[config.mk]
export PLATFORM = sky130hd
export DESIGN_NAME = door_servo_ramp_controller_core
export DESIGN_NICKNAME = d
export VERILOG_FILES = /design/src/rtl/dsrc_pkg.sv /design/src/rtl/door_servo_ramp_controller_core.sv
export SDC_FILE = /design/constraint.sdc
export NUM_CORES = 1
export LEC_CHECK = 0
export BUFFER_PORTS_ARGS = -buffer_cell sky130_fd_sc_hd__clkbuf_2
export CAP_MARGIN = 10
export CELL_PAD_IN_SITES_DETAIL_PLACEMENT = 0
export CELL_PAD_IN_SITES_GLOBAL_PLACEMENT = 1
export CORE_MARGIN = 5
export CORE_UTILIZATION = 46
export DETAILED_ROUTE_END_ITERATION = 16
export PLACE_DENSITY_LB_ADDON = 0.2
export RECOVER_POWER = 50
export REMOVE_ABC_BUFFERS = 1
export SLEW_MARGIN = 5
export SYNTH_ARGS = -nofsm -noshare
export SYNTH_HDL_FRONTEND = slang
export SYNTH_SLANG_ARGS = --single-unit
[constraint.sdc]
create_clock -name clk -period 10.9 [get_ports clk]
set_input_delay 1.09 -clock clk [delete_from_list [all_inputs] [get_ports clk]]
set_output_delay 1.09 -clock clk [all_outputs]
set_load 0.005 [all_outputs]
[src/rtl/dsrc_pkg.sv]
// ---------------------------------------------------------------------------
// dsrc_pkg - door servo ramp controller package
// Shared types, register map, reset values and the button selection rule.
// ---------------------------------------------------------------------------
package dsrc_pkg;

    // width of the servo position register
    localparam int unsigned ANGLE_BITS = 8;
    localparam logic [ANGLE_BITS-1:0] POS_MAX = {ANGLE_BITS{1'b1}};

    localparam int unsigned CFG_W      = 8;
    localparam int unsigned STEP_W     = 5;
    localparam int unsigned COMPARE_W  = 10;
    localparam int unsigned PADDR_W    = 5;
    localparam int unsigned PDATA_W    = 32;

    typedef enum logic [2:0] {
        ST_OPENING = 3'd0,
        ST_CLOSING = 3'd1,
        ST_STOPPED = 3'd2,
        ST_CLOSED  = 3'd3,
        ST_OPEN    = 3'd4
    } door_mode_t;

    typedef enum logic [2:0] {
        REG_OPEN_ANGLE   = 3'd0,
        REG_CLOSED_ANGLE = 3'd1,
        REG_STEP_SIZE    = 3'd2,
        REG_BASE_COMPARE = 3'd3,
        REG_MAX_ANGLE    = 3'd4
    } reg_index_t;

    localparam logic [CFG_W-1:0]  OPEN_ANGLE_RST   = 8'd90;
    localparam logic [CFG_W-1:0]  CLOSED_ANGLE_RST = 8'd0;
    localparam logic [STEP_W-1:0] STEP_SIZE_RST    = 5'd1;
    localparam logic [CFG_W-1:0]  BASE_COMPARE_RST = 8'd88;
    localparam logic [CFG_W-1:0]  MAX_ANGLE_RST    = 8'd180;

    // state a button press would move to
    function automatic door_mode_t press_target(door_mode_t mode, door_mode_t prior);
        door_mode_t res;
        unique case (mode)
            ST_OPEN:    res = ST_CLOSING;
            ST_CLOSED:  res = ST_OPENING;
            ST_STOPPED: res = (prior == ST_CLOSING) ? ST_OPENING : ST_CLOSING;
            default:    res = ST_STOPPED;
        endcase
        return res;
    endfunction

endpackage

[src/rtl/door_servo_ramp_controller_core.sv]
// ---------------------------------------------------------------------------
// door_servo_ramp_controller_core - door servo ramp controller
// Tick and request beats step the servo angle and the door state; each beat
// yields the state, a changed flag, the pwm compare value and the button
// target. Control registers sit on an apb-style port.
// ---------------------------------------------------------------------------
// result: registered; each result beat is valid in the cycle after its input beat
// throughput: one beat per cycle; the output register is reloaded in the same
//   cycle its result is taken, so only a stalled result holds off input
// reset: asynchronous, active low; door closed, prior state closing, angle
//   zero, registers at their defaults, no result pending
module door_servo_ramp_controller_core
(
    input  logic                                 clk,
    input  logic                                 rst_n,
    // input channel
    input  logic                                 in_valid,
    output logic                                 in_ready,
    input  logic                                 cmd,
    input  logic [2:0]                           target_state,
    // result channel
    output logic                                 out_valid,
    input  logic                                 out_ready,
    output logic [2:0]                           door_state,
    output logic                                 state_changed,
    output logic [dsrc_pkg::COMPARE_W-1:0]       pulse_compare,
    output logic [2:0]                           button_next,
    // register port
    input  logic                                 psel,
    input  logic                                 penable,
    input  logic                                 pwrite,
    input  logic [dsrc_pkg::PADDR_W-1:0]         paddr,
    input  logic [dsrc_pkg::PDATA_W-1:0]         pwdata,
    output logic [dsrc_pkg::PDATA_W-1:0]         prdata,
    output logic                                 pready
);

    localparam int unsigned AW = dsrc_pkg::ANGLE_BITS;
    localparam int unsigned CW = dsrc_pkg::CFG_W;
    localparam int unsigned SW = dsrc_pkg::STEP_W;
    localparam int unsigned PW = dsrc_pkg::COMPARE_W;
    localparam int unsigned DW = dsrc_pkg::PDATA_W;

    logic [CW-1:0] open_angle_reg;
    logic [CW-1:0] closed_angle_reg;
    logic [SW-1:0] step_size_reg;
    logic [CW-1:0] base_compare_reg;
    logic [CW-1:0] max_angle_reg;

    dsrc_pkg::door_mode_t door_mode_reg, door_mode_next;
    dsrc_pkg::door_mode_t prior_mode_reg, prior_mode_next;
    logic [AW-1:0]        servo_pos_reg, servo_pos_next;

    logic                 out_valid_reg;
    logic [2:0]           door_state_reg;
    logic                 changed_reg, changed_next;
    logic [PW-1:0]        compare_reg, compare_next;
    logic [2:0]           button_reg;

    logic                 in_beat;
    logic                 cfg_write;
    dsrc_pkg::reg_index_t cfg_index;
    logic                 mode_req;
    logic                 target_ok;
    dsrc_pkg::door_mode_t mode_target;
    logic [AW:0]          pos_sum;
    logic [AW-1:0]        step_ext;
    logic [AW-1:0]        open_ext;
    logic [AW-1:0]        closed_ext;
    logic [AW-1:0]        max_ext;
    logic [CW-1:0]        angle;

    assign in_beat   = in_valid && in_ready;
    assign in_ready  = !out_valid_reg || out_ready;
    assign pready    = 1'b1;
    assign cfg_write = psel && penable && pwrite && pready;
    assign cfg_index = dsrc_pkg::reg_index_t'(paddr[4:2]);

    // ---------------- register port ----------------

    always_ff @(posedge clk or negedge rst_n)
    begin
        if (!rst_n)
        begin
            open_angle_reg   <= dsrc_pkg::OPEN_ANGLE_RST;
            closed_angle_reg <= dsrc_pkg::CLOSED_ANGLE_RST;
            step_size_reg    <= dsrc_pkg::STEP_SIZE_RST;
            base_compare_reg <= dsrc_pkg::BASE_COMPARE_RST;
            max_angle_reg    <= dsrc_pkg::MAX_ANGLE_RST;
        end
        else if (cfg_write)
        begin
            unique case (cfg_index)
                dsrc_pkg::REG_OPEN_ANGLE:   open_angle_reg   <= pwdata[CW-1:0];
                dsrc_pkg::REG_CLOSED_ANGLE: closed_angle_reg <= pwdata[CW-1:0];
                dsrc_pkg::REG_STEP_SIZE:    step_size_reg    <= pwdata[SW-1:0];
                dsrc_pkg::REG_BASE_COMPARE: base_compare_reg <= pwdata[CW-1:0];
                dsrc_pkg::REG_MAX_ANGLE:    max_angle_reg    <= pwdata[CW-1:0];
                default:                    ;
            endcase
        end
    end

    always_comb
    begin
        unique case (cfg_index)
            dsrc_pkg::REG_OPEN_ANGLE:   prdata = DW'(open_angle_reg);
            dsrc_pkg::REG_CLOSED_ANGLE: prdata = DW'(closed_angle_reg);
            dsrc_pkg::REG_STEP_SIZE:    prdata = DW'(step_size_reg);
            dsrc_pkg::REG_BASE_COMPARE: prdata = DW'(base_compare_reg);
            dsrc_pkg::REG_MAX_ANGLE:    prdata = DW'(max_angle_reg);
            default:                    prdata = '0;
        endcase
    end

    // ---------------- state update ----------------

    assign step_ext   = AW'(step_size_reg);
    assign open_ext   = AW'(open_angle_reg);
    assign closed_ext = AW'(closed_angle_reg);
    assign max_ext    = AW'(max_angle_reg);
    assign pos_sum    = {1'b0, servo_pos_reg} + {1'b0, step_ext};

    assign target_ok   = (target_state <= 3'(dsrc_pkg::ST_OPEN));
    assign mode_target = dsrc_pkg::door_mode_t'(target_state);

    always_comb
    begin
        servo_pos_next = servo_pos_reg;
        mode_req       = 1'b0;
        door_mode_next = door_mode_reg;
        if (cmd)
        begin
            if (target_ok)
            begin
                mode_req       = 1'b1;
                door_mode_next = mode_target;
            end
        end
        else
        begin
            case (door_mode_reg)
                dsrc_pkg::ST_OPENING:
                begin
                    if (servo_pos_reg >= open_ext)
                    begin
                        mode_req       = 1'b1;
                        door_mode_next = dsrc_pkg::ST_OPEN;
                    end
                    else
                        servo_pos_next = pos_sum[AW] ? dsrc_pkg::POS_MAX : pos_sum[AW-1:0];
                end
                dsrc_pkg::ST_CLOSING:
                begin
                    if (servo_pos_reg <= closed_ext)
                    begin
                        mode_req       = 1'b1;
                        door_mode_next = dsrc_pkg::ST_CLOSED;
                    end
                    // floor at zero on the last step down
                    else
                        servo_pos_next = (servo_pos_reg > step_ext) ?
                                         (servo_pos_reg - step_ext) : '0;
                end
                default: ;
            endcase
        end
        // prior state only moves on a real change
        changed_next    = mode_req && (door_mode_next != door_mode_reg);
        prior_mode_next = changed_next ? door_mode_reg : prior_mode_reg;
        if (!changed_next)
            door_mode_next = door_mode_reg;
    end

    // clamp before the compare; a clamped angle always fits the register width
    assign angle        = (servo_pos_next > max_ext) ? max_angle_reg : servo_pos_next[CW-1:0];
    assign compare_next = PW'(base_compare_reg) + PW'({angle, 1'b0});

    always_ff @(posedge clk or negedge rst_n)
    begin
        if (!rst_n)
        begin
            door_mode_reg  <= dsrc_pkg::ST_CLOSED;
            prior_mode_reg <= dsrc_pkg::ST_CLOSING;
            servo_pos_reg  <= '0;
            out_valid_reg  <= 1'b0;
        end
        else
        begin
            if (in_beat)
            begin
                door_mode_reg  <= door_mode_next;
                prior_mode_reg <= prior_mode_next;
                servo_pos_reg  <= servo_pos_next;
                out_valid_reg  <= 1'b1;
            end
            else if (out_ready)
                out_valid_reg <= 1'b0;
        end
    end

    always_ff @(posedge clk)
    begin
        if (in_beat)
        begin
            door_state_reg <= door_mode_next;
            changed_reg    <= changed_next;
            compare_reg    <= compare_next;
            button_reg     <= dsrc_pkg::press_target(door_mode_next, prior_mode_next);
        end
    end

    assign out_valid     = out_valid_reg;
    assign door_state    = door_state_reg;
    assign state_changed = changed_reg;
    assign pulse_compare = compare_reg;
    assign button_next   = button_reg;

    // ---------------- assertions ----------------

    a_changed_flag: assert property (@(posedge clk) disable iff (!rst_n)
        in_beat |=> (state_changed == (door_mode_reg != $past(door_mode_reg))))
        else $error("changed flag disagrees with state update");

    a_prior_differs: assert property (@(posedge clk) disable iff (!rst_n)
        prior_mode_reg != door_mode_reg)
        else $error("prior state equals current state");

    a_hold_angle: assert property (@(posedge clk) disable iff (!rst_n)
        (in_beat && (cmd || (door_mode_reg != dsrc_pkg::ST_OPENING &&
                              door_mode_reg != dsrc_pkg::ST_CLOSING)))
        |=> (servo_pos_reg == $past(servo_pos_reg)))
        else $error("angle moved without a movement tick");

    a_result_state: assert property (@(posedge clk) disable iff (!rst_n)
        in_beat |=> (door_state == 3'(door_mode_reg)))
        else $error("result state differs from door state");

endmodule

==> flow_summary.json, run 1 <==
{
  "status": "finished, violations left",
  "grt_pass1_vias": 3703,
  "grt-ovfl-total": 0,
  "synth_area_um2": 4920,
  "cts-root-buf": "clkbuf_8",
  "io_pins": 100,
  "largest_reg_flops": 10,
  "worst_pin_slew_ns": 2.96,
  "cts_tree": "done",
  "final_cell_mix": "nand2_1 (60), o21ai_0 (41), ha_1 (41)",
  "place_inst": 697,
  "drc": 0,
  "antenna_cells": 0,
  "grt_max_degree": 53,
  "fmax_mhz": 162,
  "port_buffers": 47,
  "dp_hpwl_mm": 9.55,
  "fin_skew_ns": 0.00950,
  "power.internal_w": 0.000649,
  "yosys-top-cells-area": "dfrtp_1 (19%), ha_1 (10%), edfxtp_1 (9.8%)",
  "fin_cells": 713,
  "cp_slowest_cell": "a21oi_1",
  "dieWidth_um": 113,
  "area_delta_synth_final_pct": 7.48,
  "setup_tns_ns": 0,
  "required_ns": 10.99,
  "final_common_cell": "nand2_1",
  "rows": 37,
  "antenna_found_initial": 0,
  "cts_hold_buf": 0,
  "ant_nets": 0,
  "start_util": 0.475,
  "clk_path_buf_depth": 2,
  "crit_buf_inv": 1,
  "final_cell_area_um2": 5290,
  "wl_per_cell_um": 17.2,
  "p_leak_nw": 2.44,
  "cp_max_fo": 11,
  "cp_data_arrival_time_ns": 6.25,
  "cts_sinks": 68,
  "die-area_um2": 12900,
  "path_clk_slew_ns": 0.08,
  "start_kind": "register",
  "violations": "max-capacitance violations, max-slew violations",
  "synth_edf_count": 16,
  "gp_congestion": 0.830,
  "relSlewSlack": -0.973,
  "rsz0062_at_grt": "no",
  "power.density_nw_per_um2": 207,
  "min_from": "prior_mode_reg[1]",
  "r2r_start": "servo_pos_reg[0]",
  "yosysTopAreaCellShare": 0.188,
  "drv_cap": 1,
  "wl_mm": 12.2,
  "postSynth.asyncResetShare": 0.765,
  "pwr-share-seq": 0.373,
  "hold_path_end": "prior_mode_reg[1]",
  "min_path_cells": 1,
  "max_stage_delay_ns": 0.64,
  "grt_pass1_wl_mm": 19.8,
  "yosys_warnings": 0,
  "net-switching-power_w": 0.000447,
  "synth_top_cell_by_area": "dfrtp_1",
  "drt_iter0_drc": 281,
  "synth_cells": 534,
  "placed_area_um2": 5150,
  "slew_violations": 53,
  "cp-end-kind": "register",
  "peakVddDrop_uv": 86.5,
  "drive_gt1_frac": 0.189,
  "power_frac_comb": 0.461,
  "crit_path_cell_trace": "inv_1, ha_1, nand2b_4, a2111o_1, a31oi_2, nor2_1, a211o_1, nand2_1, nand2_1, ha_1, nor2b_1, o21a_1, o21a_1, o21bai_1, a21oi_1, mux2_2, fa_1, a21o_1, a21oi_1, o21bai_1, a21oi_1, nor2b_1, nor2_1, nor2_1",
  "period_share": 0.565,
  "finalHoldViolCount": 0,
  "globalRouteTotalUtil": 0.197,
  "yosysUniqueCellTypes": 64,
  "path_class": "reg -> reg",
  "worst_skew_pair.late_latency_ns": 0.35,
  "cts_max_level": 3,
  "postCtsSetupRepairBufs": 0,
  "synth_ff_type": "dfrtp_1",
  "post_cts_resized": 0,
  "ys_ff_latch": 68,
  "avgSynthCellArea_um2": 9.22,
  "rr_worst_depth": 24,
  "crit_family": "compound AO/OA/AOI/OAI gates",
  "clkPwrFrac": 0.166,
  "synth.yosys.seq_area_share": 0.366,
  "firstDrtPassIters": 5,
  "setup_viol": 0,
  "num_vias": 3946,
  "cts_made_buffers": 9,
  "avgViaCountPerCell": 5.53,
  "core_area_um2": 10400,
  "switching_share": 0.408,
  "nNetsFinal": 664,
  "regToRegSetupSlack_ns": 4.74,
  "period_minus_slack_ns": 6.16,
  "r2r-end": "pulse_compare[9]",
  "hold_path_class": "reg -> reg",
  "die_y_um": 113,
  "utilization": 0.510
}
## layer usage
metal	global-route usage	vias up	wire length, um
li1	-	1924	-
met3	0.0382	9	720
met2	0.313	119	5760
met5	0	-	0
met4	0.0377	0	97
met1	0.283	1894	5660
## kinds of logic (layout without fill, tap and decap cells)
logic type,count (synthesis),after routing,synth area share
xor gates and xnor gates,13,13,0.0231
buffers and inverters,84,103,0.0872
AOI/OAI and AO/OA,145,145,0.187
other,2,26,0.00153
DFF,68,68,0.366
adders and majority gates,44,44,0.116
and+or+nand+nor,142,142,0.135
muxes,36,36,0.0837
## Yosys cell counts (all sizes together) (8+ instances only)
cell type / count
a31oi: 10
buf: 32
nand2: 60
ha: 41
dfrtp: 37
o21ai: 50
mux2: 31
xnor2: 9
inv: 37
edfxtp: 16
dfstp: 15
clkbuf: 15
nor3: 10
nor2b: 8
a21oi: 26
nor2: 33
a22oi: 10
a21o: 9
## stage by stage
step,hold WS [ns],setup WS (ns),total power (W)
after floorplan,0.437,5.65,0.000767
after global placement,0.490,4.88,0.000900
after detailed placement,0.498,4.70,0.000917
after CTS,0.515,4.69,0.00110
after global routing,0.527,4.36,0.00119
final,0.512,4.74,0.00110
## power by group through the flow
stage          Sequential, W  Clock, W  Combinational, W
6_report            0.000409  0.000182          0.000505
5_1_grt             0.000419  0.000201          0.000569
4_1_cts             0.000409  0.000188          0.000507
3_5_place_dp        0.000414         0          0.000503
3_3_place_gp        0.000412         0          0.000488
2_1_floorplan       0.000391         0          0.000376
## how the worst max path moves through the flow
stage,from,to,slack [ns],depth (start not counted)
finish,servo_pos_reg[0],pulse_compare[9],4.74,24
global route,servo_pos_reg[0],pulse_compare[9],4.36,24
CTS,servo_pos_reg[0],pulse_compare[9],4.69,24
detailed placement,servo_pos_reg[0],pulse_compare[9],4.70,24
global placement,servo_pos_reg[0],pulse_compare[9],4.88,24
floorplan,servo_pos_reg[0],pulse_compare[9],5.65,24
## worst register-to-register path: stages (launching register included)
cell      delay, ns
dfrtp_1        0.42
inv_1          0.19
ha_1           0.27
nand2b_4       0.13
a2111o_1       0.41
a31oi_2        0.53
nor2_1         0.20
a211o_1        0.35
nand2_1        0.07
nand2_1        0.11
ha_1           0.32
nor2b_1        0.14
o21a_1         0.13
o21a_1         0.11
o21bai_1       0.06
a21oi_1        0.64
mux2_2         0.46
fa_1           0.44
a21o_1         0.18
a21oi_1        0.22
o21bai_1       0.09
a21oi_1        0.22
nor2b_1        0.07
nor2_1         0.09
nor2_1         0.05
## layout make-up
cell class              instances  area, um^2
clock inverters                 5        28.8
multi-input cells             406        2780
inverters                      37         139
clock buffers                  11         131
flip-flops and latches         68        1800
repair buffers                 50         238
fillers                      1012        5080
well taps                     136         170
No activity file was read; power rests on OpenSTA's default activity.
==> run 2: changes to the inputs <==
- ABC_AREA: default -> 1
- CORE_UTILIZATION: 46 -> 37
- clock period: 10.9 -> 5.62 ns (I/O delays scaled with it)
==> flow_summary.json, run 2 <==
{
  "status": "finished, violations left",
  "violations": "max-capacitance violations, max-slew violations",
  "synth_top_cell_by_area": "dfrtp_1",
  "ys_ff_latch": 68,
  "utilization": 0.432,
  "avgViaCountPerCell": 4.97,
  "cp_common_cell": "nand2_1",
  "globalRouteTotalUtil": 0.172,
  "clkPwrFrac": 0.231,
  "worstSetupEndpoint": "pulse_compare[8]",
  "final_cell_mix": "nand2_1 (186), inv_1 (85), o21ai_0 (59)",
  "drc": 0,
  "cp_data_arrival_time_ns": 5.19,
  "synth.top_cells.by_count": "nand2_1 (187), inv_1 (88), o21ai_0 (59), ha_1 (41), nand3_1 (39)",
  "final_cell_area_um2": 5720,
  "slew_violations": 53,
  "worst_pin_slew_ns": 2.95,
  "multi_input_area_um2": 2710,
  "yosysTopAreaCellShare": 0.185,
  "num_vias": 4441,
  "crit_path_start": "servo_pos_reg[1]",
  "min_from": "pwdata[5]",
  "cp_max_fo": 9,
  "power.internal_w": 0.00160,
  "core_area_um2": 13200,
  "fmax_mhz": 197,
  "dp_hpwl_mm": 10.4,
  "cp-end-kind": "register",
  "regToRegSetupSlack_ns": 0.54,
  "cts_sinks": 68,
  "synth_ff_type": "dfrtp_1",
  "drive_gt1_frac": 0.134,
  "wl_per_cell_um": 15.0,
  "hold_path_class": "in -> reg",
  "period_share": 0.904,
  "drt_iter0_drc": 331,
  "start_util": 0.378,
  "power.density_nw_per_um2": 492,
  "placed_area_um2": 5360,
  "setup_viol": 0,
  "path_clk_slew_ns": 0.06,
  "grt-ovfl-total": 0,
  "cts_tree": "done",
  "worst_skew_pair.late_latency_ns": 0.34,
  "antenna_cells": 0,
  "die-area_um2": 15900,
  "required_ns": 5.73,
  "min_path_cells": 3,
  "yosys-top-cells-area": "dfrtp_1 (19%), nand2_1 (14%), ha_1 (10%)",
  "synth_cells": 657,
  "fin_skew_ns": 0.00817,
  "p_total_w": 0.00281,
  "drv_cap": 1,
  "yosys_warnings": 0,
  "rows": 42,
  "yosysMostFrequentCell": "nand2_1",
  "synth.yosys.seq_area_share": 0.360,
  "clk_path_buf_depth": 2,
  "yosysUniqueCellTypes": 45,
  "start_kind": "register",
  "postSynth.asyncResetShare": 0.765,
  "avgSynthCellArea_um2": 7.61,
  "gp_congestion": 0.852,
  "setup_tns_ns": 0,
  "wl_mm": 13.4,
  "dieWidth_um": 126,
  "synth_area_um2": 5000,
  "p_leak_nw": 2.85,
  "synth_edf_count": 16,
  "switching_share": 0.432,
  "peakVddDrop_uv": 158,
  "firstDrtPassIters": 5,
  "max_stage_delay_ns": 0.57,
  "r2r_start": "servo_pos_reg[1]",
  "path_class": "reg -> reg",
  "period_minus_slack_ns": 5.08,
  "ant_nets": 0,
  "r2r-end": "pulse_compare[8]",
  "nFillCells": 1397,
  "cts_max_level": 3,
  "cts_hold_buf": 0,
  "die_y_um": 126,
  "power_frac_comb": 0.490,
  "pwr-share-seq": 0.279,
  "nNetsFinal": 804,
  "cts_made_buffers": 9,
  "grt_max_degree": 53,
  "net-switching-power_w": 0.00121,
  "final_common_cell": "nand2_1",
  "finalHoldViolCount": 0,
  "io_pins": 100,
  "cts-root-buf": "clkbuf_16",
  "cp_slowest_cell": "dfrtp_1",
  "grt_pass1_wl_mm": 22.0,
  "rsz0062_at_grt": "no",
  "rr_worst_depth": 32,
  "seq_area_um2": 1800,
  "relSlewSlack": -0.966,
  "port_buffers": 47,
  "area_delta_synth_final_pct": 14.3,
  "antenna_found_initial": 0,
  "grt_pass1_vias": 4304,
  "largest_reg_flops": 10
}
-- run 2: changes by cell type in the layout (fill, tap and decap cells not counted), sizes merged, moves of 9 or more --
cell and change:
mux2 -31, nand3 +36, o21ai +19, nor2 -12, inv +51, buf +9, nand2 +128
-- run 2: layer usage --
layer  global-route usage  vias to the layer above  part of all wire
met5                    0                        -                 0
met4               0.0587                        0             0.016
li1                     -                     2241                 -
met2                0.287                      115              0.47
met1                0.231                     2072              0.47
met3               0.0241                       13             0.044
-- run 2: worst min-delay path by stage --
stage,slack (ns),end
3_5_place_dp,0.48,prior_mode_reg[1]
2_1_floorplan,0.27,base_compare_reg[0]
5_1_grt,0.50,max_angle_reg[5]
3_3_place_gp,0.47,prior_mode_reg[2]
4_1_cts,0.38,base_compare_reg[2]
6_report,0.48,max_angle_reg[5]
-- run 2: final cells by class --
type / instances / area share
clock buffer: 13 / 0.0530
clock inverter: 3 / 0.00810
inverter: 90 / 0.0600
multi-input combinational: 485 / 0.474
sequential: 68 / 0.315
tap: 176 / 0.0385
timing repair buffer: 57 / 0.0510
timing repair inverter: 1 / 0.000875
-- run 2: per-stage QoR --
| step | hold WS (ns) | worst slack [ns] | std cells |
|---|---|---|---|
| 6_report | 0.480 | 0.538 | 893 |
| 5_1_grt | 0.501 | 0.0241 | 893 |
| 4_1_cts | 0.384 | 0.214 | 890 |
| 3_5_place_dp | 0.476 | 0.213 | 874 |
| 3_3_place_gp | 0.470 | 0.325 | 874 |
| 2_1_floorplan | 0.266 | 0.913 | 643 |
-- run 2: power by group through the flow --
stage                     clock network [W]  registers, W  logic, W
after floorplan                           0      0.000760  0.000941
after global placement                    0      0.000786   0.00132
after detailed placement                  0      0.000789   0.00134
after CTS                          0.000661      0.000782   0.00135
after global routing               0.000682      0.000800   0.00159
final                              0.000651      0.000783   0.00138
-- run 2: cells by family (layout without fill, tap and decap cells) --
group / after synthesis / after routing / share of synthesized area
flip-flops: 68 / 68 / 0.360
adder cells (fa/ha/maj): 44 / 44 / 0.115
AND/OR/NAND/NOR: 274 / 274 / 0.236
buffers and inverters: 128 / 164 / 0.118
XOR/XNOR: 13 / 13 / 0.0228
AO/OA/AOI/OAI: 128 / 128 / 0.148
other: 2 / 26 / 0.00150
-- run 2: critical path: cells and delay by family, from the launching register on --
| kind | cells | cell delay [ns] |
|---|---|---|
| compound gates | 10 | 1.47 |
| fa+ha+maj | 3 | 1.03 |
| buf+inv | 5 | 0.54 |
| flops | 1 | 0.57 |
| simple gates | 14 | 1.22 |
-- run 2: what timing repair did --
item / in CTS / in global routing
buffers inserted: 0 / 2
endpoints found under the setup margin: 0 / 3
resized for setup: 0 / 8
==> run 3: changes to the inputs <==
- CORE_ASPECT_RATIO: default -> 1.4
==> flow_summary.json, run 3 (same netlist as run 2, synthesis figures left out) <==
{
  "status": "finished, violations left",
  "violations": "max-capacitance violations, max-slew violations",
  "fin_skew_ns": 0.00902,
  "port_buffers": 47,
  "crit_buf_inv": 4,
  "drt_iter0_drc": 171,
  "fin_cells": 905,
  "nFillCells": 1413,
  "multi_input_area_um2": 2700,
  "cts_hold_buf": 0,
  "largest_reg_flops": 10,
  "worst_pin_slew_ns": 2.99,
  "antenna_found_initial": 0,
  "power.density_nw_per_um2": 501,
  "area_delta_synth_final_pct": 15.4,
  "pre_cts_ws_ns": 0.237,
  "final_cell_mix": "nand2_1 (185), inv_1 (86), o21ai_0 (58)",
  "cts-root-buf": "clkbuf_16",
  "io_pins": 100,
  "dieWidth_um": 108,
  "p_leak_nw": 2.90,
  "die_y_um": 148,
  "cp-end-kind": "register",
  "rows": 50,
  "met1_usage": 0.212,
  "grt_busiest_layer": "met2",
  "grt_pass1_vias": 4368,
  "rsz0062_at_grt": "no",
  "dp_hpwl_mm": 11.1,
  "setup_tns_ns": 0,
  "grt-ovfl-total": 0,
  "peakVddDrop_uv": 187,
  "drive_gt1_frac": 0.141,
  "finalHoldViolCount": 0,
  "required_ns": 5.71,
  "p_total_w": 0.00289,
  "path_class": "reg -> reg",
  "die-area_um2": 16000,
  "start_kind": "register",
  "cts_sinks": 68,
  "wl_per_cell_um": 15.6,
  "place_inst": 887,
  "relSlewSlack": -0.993,
  "setup_viol": 0,
  "fmax_mhz": 195,
  "cts_made_buffers": 9,
  "start_util": 0.375,
  "drc": 0,
  "period_share": 0.915,
  "crit_family": "compound AO/OA/AOI/OAI gates",
  "globalRouteTotalUtil": 0.183,
  "setup_ws_ns": 0.479,
  "cp_common_cell": "nand2_1",
  "utilization": 0.433,
  "worst_skew_pair.late_latency_ns": 0.34,
  "cts_max_level": 3,
  "antenna_cells": 0,
  "drv_cap": 1,
  "nNetsFinal": 810,
  "core_area_um2": 13300,
  "wl_mm": 14.1,
  "gp_congestion": 0.888,
  "cp_max_fo": 5,
  "slew_violations": 53,
  "met3_usage": 0.0376,
  "ant_nets": 0,
  "seq_area_um2": 1800,
  "path_clk_slew_ns": 0.06,
  "cts_tree": "done",
  "cp_data_arrival_time_ns": 5.23,
  "max_stage_delay_ns": 0.43,
  "firstDrtPassIters": 4,
  "cp_slowest_cell": "fa_1",
  "avgViaCountPerCell": 4.93,
  "final_common_cell": "nand2_1",
  "num_vias": 4461,
  "use_met2": 0.331,
  "grt_pass1_wl_mm": 22.6,
  "period_minus_slack_ns": 5.14,
  "hold_path_class": "in -> reg",
  "clk_path_buf_depth": 2,
  "grt_max_degree": 53
}
[run 3: cell count changes in the layout (fill, tap and decap cells not counted), moves of 2 or more]
cell        change
clkbuf_1        -2
clkinvlp_4      -2
buf_4           +7
inv_4           +2
inv_2           -2
clkbuf_16       -2
clkbuf_2        +3
o21ai_1         +2
bufinv_16       +2
[run 3: what timing repair did]
| item | in CTS | in global routing |
|---|---|---|
| hold endpoints to repair | 0 | 0 |
| setup endpoints to repair | 0 | 3 |
| buffers inserted | 0 | 2 |
| gates resized for setup | 0 | 9 |
[run 3: through the flow]
stage / hold slack [ns] / instance area, um^2
after floorplan: 0.266 / 4840
after global placement: 0.470 / 5420
after detailed placement: 0.474 / 5420
after CTS: 0.380 / 5770
after global routing: 0.498 / 5770
final: 0.482 / 5770
[run 3: metal layers]
metal	share of wire	vias up
li1	-	2249
met1	0.41	2084
met2	0.52	109
met3	0.042	19
met4	0.024	0
met5	0	-
[run 3: worst paths after layout]
check	slack, ns	startpoint	cells after the start	to
worst max-delay path	0.48	servo_pos_reg[0]	32	pulse_compare[8]
worst min-delay path	0.48	pwdata[5]	3	max_angle_reg[5]
worst max register to register	0.48	servo_pos_reg[0]	32	pulse_compare[8]
worst min register to register	0.49	prior_mode_reg[2]	2	prior_mode_reg[2]
max in group asynchronous	2.63	rst_n	2	closed_angle_reg[7]
min in group asynchronous	1.29	rst_n	2	step_size_reg[1]
[run 3: layout make-up]
class | instances | area share
clock buffers | 11 | 0.0421
multi-input cells | 485 | 0.468
repair buffers | 64 | 0.0603
flip-flops and latches | 68 | 0.312
clock inverters | 5 | 0.0186
inverters | 90 | 0.0596
well taps | 182 | 0.0395
[run 3: power by group]
part | leakage (nW) | internal (W) | switching, W
clock | 0.170 | 0.000448 | 0.000228
sequential | 0.787 | 0.000663 | 0.000111
combinational | 1.94 | 0.000544 | 0.000899
[run 3: worst reg2reg max path: cells and delay by family (launching register included)]
family | cells | cell delay, ns
compound gates | 10 | 1.55
simple gates | 14 | 1.27
buf+inv | 4 | 0.40
fa+ha+maj | 4 | 1.27
flops | 1 | 0.41
